[src/rtl/core/awtr_pkg.sv]
// ----------------------------------------------------------------------------
// awtr_pkg
// Shared types, sizes and helpers of the area weighted thumbnail resampler.
// ----------------------------------------------------------------------------
package awtr_pkg;

    localparam int MAX_WIDTH  = 256;
    localparam int MAX_HEIGHT = 256;
    localparam int XW         = $clog2(MAX_WIDTH);
    localparam int YW         = $clog2(MAX_HEIGHT);
    localparam int AW         = XW + YW;
    localparam int SZW        = 9;
    localparam int POSW       = 25;
    localparam int PORW       = 17;
    localparam int WGTW       = 33;
    localparam int PRODW      = WGTW + 8;
    localparam int SUMW       = 56;
    localparam int TOTW       = 49;

    localparam logic OP_STORE   = 1'b0;
    localparam logic OP_COMPUTE = 1'b1;

    localparam logic [1:0] CFG_SRC_W = 2'd0;
    localparam logic [1:0] CFG_SRC_H = 2'd1;
    localparam logic [1:0] CFG_DST_W = 2'd2;
    localparam logic [1:0] CFG_DST_H = 2'd3;

    typedef enum logic [2:0] {
        S_IDLE,
        S_POS,
        S_RD,
        S_WGT,
        S_PROD,
        S_ACC,
        S_AVG,
        S_DONE
    } t_state;

    typedef struct packed {
        logic start;
        logic busy;
        logic done;
    } t_unit_ctl;

    // Zero counts as one, anything above the maximum as the maximum.
    function automatic logic [SZW-1:0] clamp_size(input logic [SZW-1:0] v,
                                                  input logic [SZW-1:0] maxv);
        logic [SZW-1:0] r;
        begin
            r = v;
            if (v == '0) begin
                r = SZW'(1);
            end else if (v > maxv) begin
                r = maxv;
            end
            return r;
        end
    endfunction

    // Overlap of pixel p with the span [s1, s2), Q0.16 with room for 1.0.
    function automatic logic [PORW-1:0] axis_portion(input logic [7:0]      p,
                                                     input logic [POSW-1:0] s1,
                                                     input logic [POSW-1:0] s2);
        logic [PORW-1:0] v;
        logic [POSW-1:0] span;
        begin
            span = s2 - s1;
            v    = PORW'(17'h10000);
            if ({1'b0, p} == s1[POSW-1:16]) begin
                v = PORW'(17'h10000) - {1'b0, s1[15:0]};
                if ({8'd0, v} > span) begin
                    v = span[PORW-1:0];
                end
            end else if ({1'b0, p} == s2[POSW-1:16]) begin
                v = {1'b0, s2[15:0]};
            end
            return v;
        end
    endfunction

endpackage

[src/rtl/core/awtr_pos_div.sv]
// ----------------------------------------------------------------------------
// awtr_pos_div
// Restoring divider for footprint edges, one quotient bit per cycle.
// ----------------------------------------------------------------------------
module awtr_pos_div (
    input  logic                       i_clk,
    input  logic                       i_rst_n,
    input  logic                       i_start,
    input  logic [32:0]                i_dividend,
    input  logic [awtr_pkg::SZW-1:0]   i_divisor,
    output logic                       o_busy,
    output logic                       o_done,
    output logic [awtr_pkg::POSW-1:0]  o_quot
);
    import awtr_pkg::*;

    logic [32:0]    r_quot;
    logic [SZW:0]   r_rem;
    logic [SZW-1:0] r_dvs;
    logic [5:0]     r_cnt;
    logic           r_busy;
    logic           r_done;
    logic [SZW:0]   rem_sh;
    logic           take;

    assign rem_sh = {r_rem[SZW-1:0], r_quot[32]};
    assign take   = rem_sh >= {1'b0, r_dvs};

    always_ff @(posedge i_clk) begin
        if (!i_rst_n) begin
            r_busy <= 1'b0;
            r_done <= 1'b0;
            r_cnt  <= '0;
        end else begin
            r_done <= 1'b0;
            if (i_start && !r_busy) begin
                r_busy <= 1'b1;
                r_cnt  <= 6'd32;
            end else if (r_busy) begin
                r_cnt <= r_cnt - 6'd1;
                if (r_cnt == '0) begin
                    r_busy <= 1'b0;
                    r_done <= 1'b1;
                end
            end
        end
    end

    // The quotient shifts in where the dividend shifts out.
    always_ff @(posedge i_clk) begin
        if (i_start && !r_busy) begin
            r_quot <= i_dividend;
            r_rem  <= '0;
            r_dvs  <= i_divisor;
        end else if (r_busy) begin
            r_rem  <= take ? (rem_sh - {1'b0, r_dvs}) : rem_sh;
            r_quot <= {r_quot[31:0], take};
        end
    end

    assign o_busy = r_busy;
    assign o_done = r_done;
    assign o_quot = r_quot[POSW-1:0];

endmodule

[config.mk]
export PLATFORM = sky130hd
export DESIGN_NAME = awtr_pos_div
export DESIGN_NICKNAME = d
export VERILOG_FILES = /design/src/rtl/core/awtr_pkg.sv /design/src/rtl/core/awtr_pos_div.sv
export SDC_FILE = /design/constraint.sdc
export NUM_CORES = 1
export LEC_CHECK = 0
export BUFFER_PORTS_ARGS = -buffer_cell sky130_fd_sc_hd__clkbuf_2
export CAP_MARGIN = 20
export CORE_AREA = 2 2 109 100
export CTS_BUF_LIST = sky130_fd_sc_hd__clkbuf_2
export CTS_CLUSTER_SIZE = 40
export DETAILED_ROUTE_END_ITERATION = 10
export DIE_AREA = 0 0 111 102
export GPL_ROUTABILITY_DRIVEN = 0
export GPL_TIMING_DRIVEN = 0
export PLACE_DENSITY = 0.52
export SKIP_LAST_GASP = 1
export SLEW_MARGIN = 20
export SYNTH_ARGS = -nofsm -noshare
export SYNTH_HDL_FRONTEND = slang
export SYNTH_SLANG_ARGS = --single-unit
[constraint.sdc]
create_clock -name i_clk -period 2.7 [get_ports i_clk]
set_clock_uncertainty 0.2 [all_clocks]
set_input_delay 0.27 -clock i_clk [delete_from_list [all_inputs] [get_ports i_clk]]
set_output_delay 0.27 -clock i_clk [all_outputs]
set_load 0.1 [all_outputs]
==> reports/metrics.cfg <==
[status]
status = complete, no violations

[worst_setup_path]
startpoint = r_quot[32]$_DFFE_PP_
crit_fanout = 4
cp.arrival_ps = 2830
rr_worst_depth = 10
worstSetupPathType = flop to flop
critical_path_required_ps = 2890
startpoint_type = flop
crit_path_end_kind = flop
r2r_start = r_quot[32]$_DFFE_PP_
critPathCapture = r_rem[1]$_SDFFE_PP0P_
rrSetupSlack_ps = 60
timing.rr.end = r_rem[1]$_SDFFE_PP0P_

[synthesis]
synth-xor-area-share_pct = 2.63
seq_area_frac_synth_pct = 53.4
netlist_top_cells_area = edfxtp_1 (42%), nand2_1 (13%), dfxtp_1 (11%)
synth_mux_area_share_pct = 0.667
synth.distinct_cells = 43
synthSimpleGateAreaFrac_pct = 19.2
yosysWarnings = 0
synth_ff_type = edfxtp_1
synth-adder-area-share_pct = 5.25
synth-edff-count = 42
syn_avg_cell_area_sq_um = 9.77
syn_inst = 307
synth_top_area_share_pct = 42.0
synth_nets = 364
synth_seq_cells = 59
netlist_area_sq_um = 3000
async_reset_ff_share_pct = 0
synth_compound_area_share_pct = 8.67
synth_top_cell_by_area = edfxtp_1
synth_top_family_by_area = simple AND/OR/NAND/NOR gates

[clocking]
cts_tree = done
cts_inserted_buffers = 9
cts.path.max_buffers = 2
htree_levels = 3
clk_pin_slew_ps = 180
cts_root_buf = clkbuf_2
clock-sinks = 59
clock_latency_ps = 510

[pwr]
swShare_pct = 44.7
power-per-cell-area_nw_per_um2 = 838
power_frac_seq_pct = 37.2
p_leak_nw = 1.94
p_int_w = 0.00190
switching_power_w = 0.00154
power.share.combinational_pct = 49.1
max-vdd-ir-drop_v = 0.000325
power_frac_clock_pct = 13.7
total_power_w = 0.00344

[routing]
wl_met1_mm = 3.32
viasPerCell = 4.36
top_layer = met4
dr.first_iter.drc_count = 79
ant_nets = 0
drt_pass1_iterations = 4
routed_wl_mm = 7.07
routed-wl-met2_mm = 3.27
vias = 2495
remaining_drc_errors = 0
wl_met3_microns = 406
routedWlPerCell_microns = 12.4

[global_routing]
grt_remaining_overflow = 0
grt_max_degree = 34
grt_pass1_wl_mm = 11.6
grt_usage_pct = 12.9
first_global_vias = 2502
grt_antenna_before_repair = 0

[final_layout]
fin_cells = 572
postLayoutCoreUtil_pct = 40.6
final_common_cell = nand2_1
diodes = 0
drive_gt1_share_pct = 29.3
layout_common_cells = nand2_1 (106), clkbuf_2 (82), dlygate4sd3_1 (44)
nets = 495
syn_to_final_growth_pct = 36.9

[die]
io-pin-count = 72
start_util_pct = 29.7
die_w_microns = 111
die_h_microns = 102
die_area_sq_um = 11300
rows = 35
core_area_sq_um = 10100

[run]
maxCapViolCount = 0

[timing]
finalCritPeriodShare_pct = 97.9
max_freq_ghz = 0.378
hold_viol_final = 0
period_minus_slack_ps = 2640
relSlewSlack_pct = 53.2
holdWs_ps = 257
report.final.slew_viol_count = 0
rsz0062_at_grt = yes
setup_violations = 0
worst_slew_pin_slew_ps = 701

[place]
post-place-cells = 507
dp_hpwl_mm = 4.75
place.port_buffers = 71

[hold_path]
hold_path.class = primary input to flop

==> repair_timing <==
action,4_1_cts,5_1_grt
pin swaps,1,4
hold endpoints to repair,51,0
setup endpoints to repair,7,8
hold buffers,44,0
resized for setup,0,7
buffers inserted,2,3
==> through the flow <==
stage / cell area, sq um / TNS (ps) / setup WS (ps)
floorplan: 3000 / 0 / 113
global placement: 3520 / -65.4 / -65.4
detailed placement: 3520 / -118 / -86.2
CTS: 4060 / 0 / 59.1
global route: 4110 / -312 / -93.5
finish: 4110 / 0 / 57.7
==> layer usage <==
metal | vias to the layer above | track usage, %
li1 | 1277 | -
met1 | 1145 | 15.8
met2 | 65 | 21.6
met3 | 8 | 5.22
met4 | 0 | 3.46
met5 | - | 0
==> cell families (layout without fill, tap and decap cells) <==
logic type,after synthesis,in the layout
xor+xnor,9,9
flops,59,59
compound gates,33,33
simple gates,140,140
mux,2,2
fa+ha+maj,12,12
buf+inv,52,188
==> Yosys cell counts, drive strengths merged (2+ instances only) <==
library cell / n
xor2: 2
nand2b: 2
dfxtp: 17
nand3: 6
a211oi: 5
nor3b: 3
clkbuf: 5
nand3b: 2
edfxtp: 42
nor2: 11
o31ai: 5
xnor2: 7
o21ai: 5
mux2i: 2
buf: 30
nor3: 4
and3: 2
o311ai: 3
nand2: 106
a21oi: 4
a21o: 2
inv: 16
ha: 11
a32oi: 4
==> how the worst min path moves through the flow <==
| stage | depth (start not counted) | from | endpoint | slack, ps |
|---|---|---|---|---|
| floorplan | 0 | i_divisor[0] | r_dvs[0]$_DFFE_PP_ | 170 |
| global placement | 1 | i_divisor[0] | r_dvs[0]$_DFFE_PP_ | 250 |
| detailed placement | 1 | i_divisor[7] | r_dvs[7]$_DFFE_PP_ | 250 |
| CTS | 2 | i_divisor[8] | r_dvs[8]$_DFFE_PP_ | 200 |
| global route | 2 | i_divisor[4] | r_dvs[4]$_DFFE_PP_ | 210 |
| finish | 2 | i_divisor[4] | r_dvs[4]$_DFFE_PP_ | 260 |
==> critical path, cell delays in order (launching register included) <==
cell	delay, ps
edfxtp_1	420
inv_1	70
ha_2	180
inv_2	40
fa_2	390
a211oi_4	320
o31ai_4	130
a211oi_4	360
buf_6	160
mux2i_1	180
o21ai_1	70
==> power by group through the flow <==
| stage | sequential [W] | clock, W | combinational [W] |
|---|---|---|---|
| 2_1_floorplan | 0.00128 | 0 | 0.00124 |
| 3_3_place_gp | 0.00130 | 0 | 0.00150 |
| 3_5_place_dp | 0.00130 | 0 | 0.00151 |
| 4_1_cts | 0.00128 | 0.000500 | 0.00160 |
| 5_1_grt | 0.00130 | 0.000542 | 0.00184 |
| 6_report | 0.00128 | 0.000471 | 0.00169 |
==> layout make-up <==
cell class,count,area [sq um]
Inverter,17,63.8
Timing Repair Buffer,120,841
Multi-Input combinational cell,196,1110
Fill cell,1004,6010
Tap cell,129,161
Sequential cell,59,1600
Clock buffer,11,55.1
Clock inverter,5,30.0
Buffer,35,241
==> flip-flops by register name, summed over array words and instances (netlist names) <==
| signal | cells |
|---|---|
| r_quot | 33 |
| r_dvs | 9 |
| r_rem | 9 |
| r_cnt | 6 |
| o_busy | 1 |
| o_done | 1 |
Note: power is estimated with default switching activity, not from simulation.
