File: src/rtl/core/awtr_pkg.sv
// ----------------------------------------------------------------------------
// awtr_pkg
// Shared types, sizes and helpers of the area weighted thumbnail resampler.
// ----------------------------------------------------------------------------
package awtr_pkg;

    localparam int MAX_WIDTH  = 256;
    localparam int MAX_HEIGHT = 256;
    localparam int XW         = $clog2(MAX_WIDTH);
    localparam int YW         = $clog2(MAX_HEIGHT);
    localparam int AW         = XW + YW;
    localparam int SZW        = 9;
    localparam int POSW       = 25;
    localparam int PORW       = 17;
    localparam int WGTW       = 33;
    localparam int PRODW      = WGTW + 8;
    localparam int SUMW       = 56;
    localparam int TOTW       = 49;

    localparam logic OP_STORE   = 1'b0;
    localparam logic OP_COMPUTE = 1'b1;

    localparam logic [1:0] CFG_SRC_W = 2'd0;
    localparam logic [1:0] CFG_SRC_H = 2'd1;
    localparam logic [1:0] CFG_DST_W = 2'd2;
    localparam logic [1:0] CFG_DST_H = 2'd3;

    typedef enum logic [2:0] {
        S_IDLE,
        S_POS,
        S_RD,
        S_WGT,
        S_PROD,
        S_ACC,
        S_AVG,
        S_DONE
    } t_state;

    typedef struct packed {
        logic start;
        logic busy;
        logic done;
    } t_unit_ctl;

    // Zero counts as one, anything above the maximum as the maximum.
    function automatic logic [SZW-1:0] clamp_size(input logic [SZW-1:0] v,
                                                  input logic [SZW-1:0] maxv);
        logic [SZW-1:0] r;
        begin
            r = v;
            if (v == '0) begin
                r = SZW'(1);
            end else if (v > maxv) begin
                r = maxv;
            end
            return r;
        end
    endfunction

    // Overlap of pixel p with the span [s1, s2), Q0.16 with room for 1.0.
    function automatic logic [PORW-1:0] axis_portion(input logic [7:0]      p,
                                                     input logic [POSW-1:0] s1,
                                                     input logic [POSW-1:0] s2);
        logic [PORW-1:0] v;
        logic [POSW-1:0] span;
        begin
            span = s2 - s1;
            v    = PORW'(17'h10000);
            if ({1'b0, p} == s1[POSW-1:16]) begin
                v = PORW'(17'h10000) - {1'b0, s1[15:0]};
                if ({8'd0, v} > span) begin
                    v = span[PORW-1:0];
                end
            end else if ({1'b0, p} == s2[POSW-1:16]) begin
                v = {1'b0, s2[15:0]};
            end
            return v;
        end
    endfunction

endpackage

File: src/rtl/core/awtr_avg_div.sv
// ----------------------------------------------------------------------------
// awtr_avg_div
// Divides the three channel sums by the total weight, nine quotient bits.
// ----------------------------------------------------------------------------
module awtr_avg_div (
    input  logic                       i_clk,
    input  logic                       i_rst_n,
    input  logic                       i_start,
    input  logic [awtr_pkg::SUMW-1:0]  i_sum_r,
    input  logic [awtr_pkg::SUMW-1:0]  i_sum_g,
    input  logic [awtr_pkg::SUMW-1:0]  i_sum_b,
    input  logic [awtr_pkg::TOTW-1:0]  i_total,
    output awtr_pkg::t_unit_ctl        o_ctl,
    output logic [7:0]                 o_red,
    output logic [7:0]                 o_green,
    output logic [7:0]                 o_blue
);
    import awtr_pkg::*;

    logic [SUMW-1:0]   r_rem_r, r_rem_g, r_rem_b;
    logic [8:0]        r_q_r, r_q_g, r_q_b;
    logic [TOTW+7:0]   r_dv;
    logic              r_zero;
    logic [3:0]        r_cnt;
    logic              r_busy;
    logic              r_done;
    logic              t_r, t_g, t_b;

    assign t_r = {1'b0, r_rem_r} >= r_dv;
    assign t_g = {1'b0, r_rem_g} >= r_dv;
    assign t_b = {1'b0, r_rem_b} >= r_dv;

    always_ff @(posedge i_clk) begin
        if (!i_rst_n) begin
            r_busy <= 1'b0;
            r_done <= 1'b0;
            r_cnt  <= '0;
        end else begin
            r_done <= 1'b0;
            if (i_start && !r_busy) begin
                r_busy <= 1'b1;
                r_cnt  <= 4'd8;
            end else if (r_busy) begin
                r_cnt <= r_cnt - 4'd1;
                if (r_cnt == '0) begin
                    r_busy <= 1'b0;
                    r_done <= 1'b1;
                end
            end
        end
    end

    always_ff @(posedge i_clk) begin
        if (i_start && !r_busy) begin
            r_rem_r <= i_sum_r;
            r_rem_g <= i_sum_g;
            r_rem_b <= i_sum_b;
            r_dv    <= {i_total, 8'd0};
            r_zero  <= (i_total == '0);
            r_q_r   <= '0;
            r_q_g   <= '0;
            r_q_b   <= '0;
        end else if (r_busy) begin
            if (t_r) r_rem_r <= SUMW'({1'b0, r_rem_r} - r_dv);
            if (t_g) r_rem_g <= SUMW'({1'b0, r_rem_g} - r_dv);
            if (t_b) r_rem_b <= SUMW'({1'b0, r_rem_b} - r_dv);
            r_q_r <= {r_q_r[7:0], t_r};
            r_q_g <= {r_q_g[7:0], t_g};
            r_q_b <= {r_q_b[7:0], t_b};
            r_dv  <= r_dv >> 1;
        end
    end

    // Saturate at full scale; an empty footprint gives black.
    assign o_red   = r_zero ? 8'd0 : (r_q_r[8] ? 8'hFF : r_q_r[7:0]);
    assign o_green = r_zero ? 8'd0 : (r_q_g[8] ? 8'hFF : r_q_g[7:0]);
    assign o_blue  = r_zero ? 8'd0 : (r_q_b[8] ? 8'hFF : r_q_b[7:0]);

    assign o_ctl.start = i_start;
    assign o_ctl.busy  = r_busy;
    assign o_ctl.done  = r_done;

endmodule

File: config.mk
export PLATFORM = sky130hd
export DESIGN_NAME = awtr_avg_div
export DESIGN_NICKNAME = d
export VERILOG_FILES = /design/src/rtl/core/awtr_pkg.sv /design/src/rtl/core/awtr_avg_div.sv
export SDC_FILE = /design/constraint.sdc
export NUM_CORES = 1
export LEC_CHECK = 0
export BUFFER_PORTS_ARGS = -buffer_cell sky130_fd_sc_hd__buf_4
export CAP_MARGIN = 10
export CORE_UTILIZATION = 54
export DETAILED_ROUTE_END_ITERATION = 10
export GPL_TIMING_DRIVEN = 0
export PLACE_DENSITY_LB_ADDON = 0.15
export SLEW_MARGIN = 20
export SYNTH_ARGS = -nofsm -noshare
export SYNTH_HDL_FRONTEND = slang
export SYNTH_SLANG_ARGS = --single-unit
File: constraint.sdc
create_clock -name i_clk -period 6.1 [get_ports i_clk]
set_input_delay 1.525 -clock i_clk [delete_from_list [all_inputs] [get_ports i_clk]]
set_output_delay 1.525 -clock i_clk [all_outputs]
set_load 0.01 [all_outputs]
==> impl_metrics.json <==
{
  "rsz0062_at_grt": "no",
  "dp_hpwl_um": 58900,
  "worst-path-max-fanout": 21,
  "final_min_period_over_clock_period_pct": 78.9,
  "number_of_antenna_violations_at_the_first_check_in_global_routing": 1,
  "grt_pass1_vias": 19800,
  "num_rows": 71,
  "cts-hold-fix-buffers": 0,
  "critPathLaunchType": "register",
  "post-place-cells": 3272,
  "die_area_mm2": 0.0393,
  "finalWeightedCongestion": 0.963,
  "drt_iter0_drc": 1792,
  "clock_sinks": 259,
  "grt_use_total_pct": 37.2,
  "setup_viol": 0,
  "max_clock_freq_mhz": 208,
  "tightest_pin_transition_ps": 1150,
  "leakagePower_nw": 9.84,
  "report.final.hold_viol_count": 0,
  "path_cells": "inv_1, ha_1, buf_2, and3_1, and4_1, o221ai_1, a211oi_1, nor2_1, a21oi_1, a21oi_1, a21oi_1, a31oi_1, a21oi_4, buf_16",
  "number_of_synthesized_flops_with_an_enable_pin": 218,
  "post-layout-total-power_mw": 13.2,
  "synth_area_leaders": "sky130_fd_sc_hd__edfxtp_1 31%, sky130_fd_sc_hd__ha_1 10%, sky130_fd_sc_hd__a21oi_1 7.5%, sky130_fd_sc_hd__nand2_1 5.7%, sky130_fd_sc_hd__o21ai_0 5.1%",
  "ys.flop_type": "sky130_fd_sc_hd__edfxtp_1",
  "data_required_time_at_the_worst_endpoint_ps": 6390,
  "postCtsSetupBuffers": 0,
  "hold_path.class": "register to register",
  "synth-async-reset-ratio_pct": 0,
  "number_of_levels_the_h_tree_was_split_into": 1,
  "synth_area_leader_cell": "sky130_fd_sc_hd__edfxtp_1",
  "ctsResizeCount": 0,
  "routed_wirelength_um": 74400,
  "synth.top_cells.by_count": "317 x sky130_fd_sc_hd__nand2_1, 310 x sky130_fd_sc_hd__a21oi_1, 236 x sky130_fd_sc_hd__nor2_1",
  "route.vias.total": 20600,
  "critical-path-max-stage-delay_ps": 760,
  "maximum_capacitance_violations": 0,
  "yosys_register_bits": 259,
  "clockBufferDepth": 3,
  "ctsRootBufferMaster": "sky130_fd_sc_hd__clkbuf_16",
  "synth_warnings": 0,
  "worst_hold_slack_ps": 461,
  "io_buffers": 246,
  "crit_type": "register to register",
  "post_route_cells_drive_above_1_share_pct": 13.4,
  "flow.area_growth_from_synthesis_pct": 18.1,
  "slew_viol_final": 0,
  "dr.pass1.iters": 8,
  "pin_count_of_the_biggest_net_entering_global_routing": 45,
  "synthDistinctLibCells": 83,
  "core_area_mm2": 0.0378,
  "synthesis.nets": 2901,
  "wl_per_cell_um": 22.3,
  "floorplan.io_pins": 247,
  "floorplan.die.width_um": 198,
  "power-per-cell-area_mw_per_mm2": 537,
  "remaining_drc_errors": 0,
  "detail-route-antenna-nets": 0,
  "seq_area_frac_synth_pct": 35.4,
  "syn-cell-area_mm2": 0.0208,
  "synth_most_common_cell": "sky130_fd_sc_hd__nand2_1",
  "insertion_delay_ps": 610,
  "syn-mean-instance-area_um2": 8.29,
  "fin_util_pct": 65.1,
  "numCtsBuffers": 31,
  "clk_pin_slew_ps": 60,
  "tritoncts": "done",
  "syn_inst": 2509,
  "crit_top_cell": "sky130_fd_sc_hd__a21oi_1",
  "worst-endpoint-arrival_ps": 5100,
  "grt_pass1_wl_um": 110000,
  "fin_cells": 3332,
  "yosysTopAreaCellShare_pct": 31.5,
  "globalRouteOverflowTotal": 0,
  "initial_core_util_pct": 55.1,
  "nNetsFinal": 3186,
  "critical-path-slowest-cell": "sky130_fd_sc_hd__a21oi_4",
  "max-vdd-ir-drop_mv": 0.370,
  "route.detailed.vias_per_inst": 6.18,
  "relSlewSlack_pct": 23.3,
  "die_height_um": 198,
  "worstSetupEndpointType": "register",
  "timing.final.crit_period_ps": 4810,
  "run_status": "finished, final reports clean",
  "clock-skew-final_ps": 23.4
}
## worst paths after layout
kind | from | endpoint | slack, ps | depth (start not counted)
worst max-delay path | r_dv[17] | r_rem_r[12] | 1290 | 14
worst max register to register | r_dv[17] | r_rem_r[12] | 1290 | 14
worst min register to register | r_dv[2] | r_dv[1] | 460 | 2
worst min-delay path | r_dv[2] | r_dv[1] | 460 | 2
## where the power goes
group          internal (mW)  switching [mW]  total (mW)
combinational           3.11            5.05        8.16
sequential              2.81           0.219        3.03
clock                   1.19           0.818        2.00
total                   7.11            6.09        13.2
## per-layer routing
metal | global-route usage [%] | up-vias | wire, um
li1 | - | 9713 | -
met1 | 46.8 | 9699 | 29600
met2 | 62.6 | 970 | 34900
met3 | 5.25 | 206 | 6000
met4 | 18.0 | 0 | 3880
met5 | 0 | - | 0
## cells by family after synthesis
family	Yosys count	share of synthesized area, %
AOI/OAI and AO/OA	837	24.6
xor gates and xnor gates	151	6.36
adders and majority gates	172	10.5
buffers and inverters	256	4.92
DFF	259	35.4
muxes	1	0.0541
and+or+nand+nor	833	18.2
## worst max-delay path, delay by kind of cell, from the launching register on
kind	cells	cell delay [ps]
buf+inv	3	590
simple gates	3	670
fa+ha+maj	1	320
compound gates	7	2570
flops	1	320
## stage by stage
step                      setup slack [ps]  setup TNS (ps)  area, um^2
after CTS                             1490               0       24600
after detailed placement              1520               0       23500
after floorplan                        269               0       20800
after global routing                  1200               0       24600
after global placement               -2280         -241060       23300
final                                 1290               0       24600
## placed cells by master, fill, tap and decap left out, types with 71 or more instances in the layout
cell type                  instances
sky130_fd_sc_hd__a21oi_1         309
sky130_fd_sc_hd__ha_1            169
sky130_fd_sc_hd__xnor2_1          95
sky130_fd_sc_hd__edfxtp_1        218
sky130_fd_sc_hd__clkbuf_1        112
sky130_fd_sc_hd__buf_4           251
sky130_fd_sc_hd__o21ai_0         211
sky130_fd_sc_hd__nand2_1         316
sky130_fd_sc_hd__nor2_1          236
sky130_fd_sc_hd__a21o_1           71
sky130_fd_sc_hd__inv_1           107
## final cells by class
cell class	count	area, um^2
Fill cell	3253	13200
Multi-Input combinational cell	1994	12400
Sequential cell	259	7370
Timing Repair Buffer	252	2000
Clock buffer	34	787
Tap cell	511	639
Buffer	148	618
Inverter	108	405
Clock inverter	24	289
Antenna cell	2	5.00
## sequential cells by signal, indices dropped and copies added, names as in the netlist
register and cells:
r_busy 1, r_cnt 4, r_done 1, r_dv 57, r_q_b 9, r_q_g 9, r_q_r 9, r_rem_b 56
r_rem_g 56, r_rem_r 56, r_zero 1
Note: power is estimated with default switching activity, not from simulation.
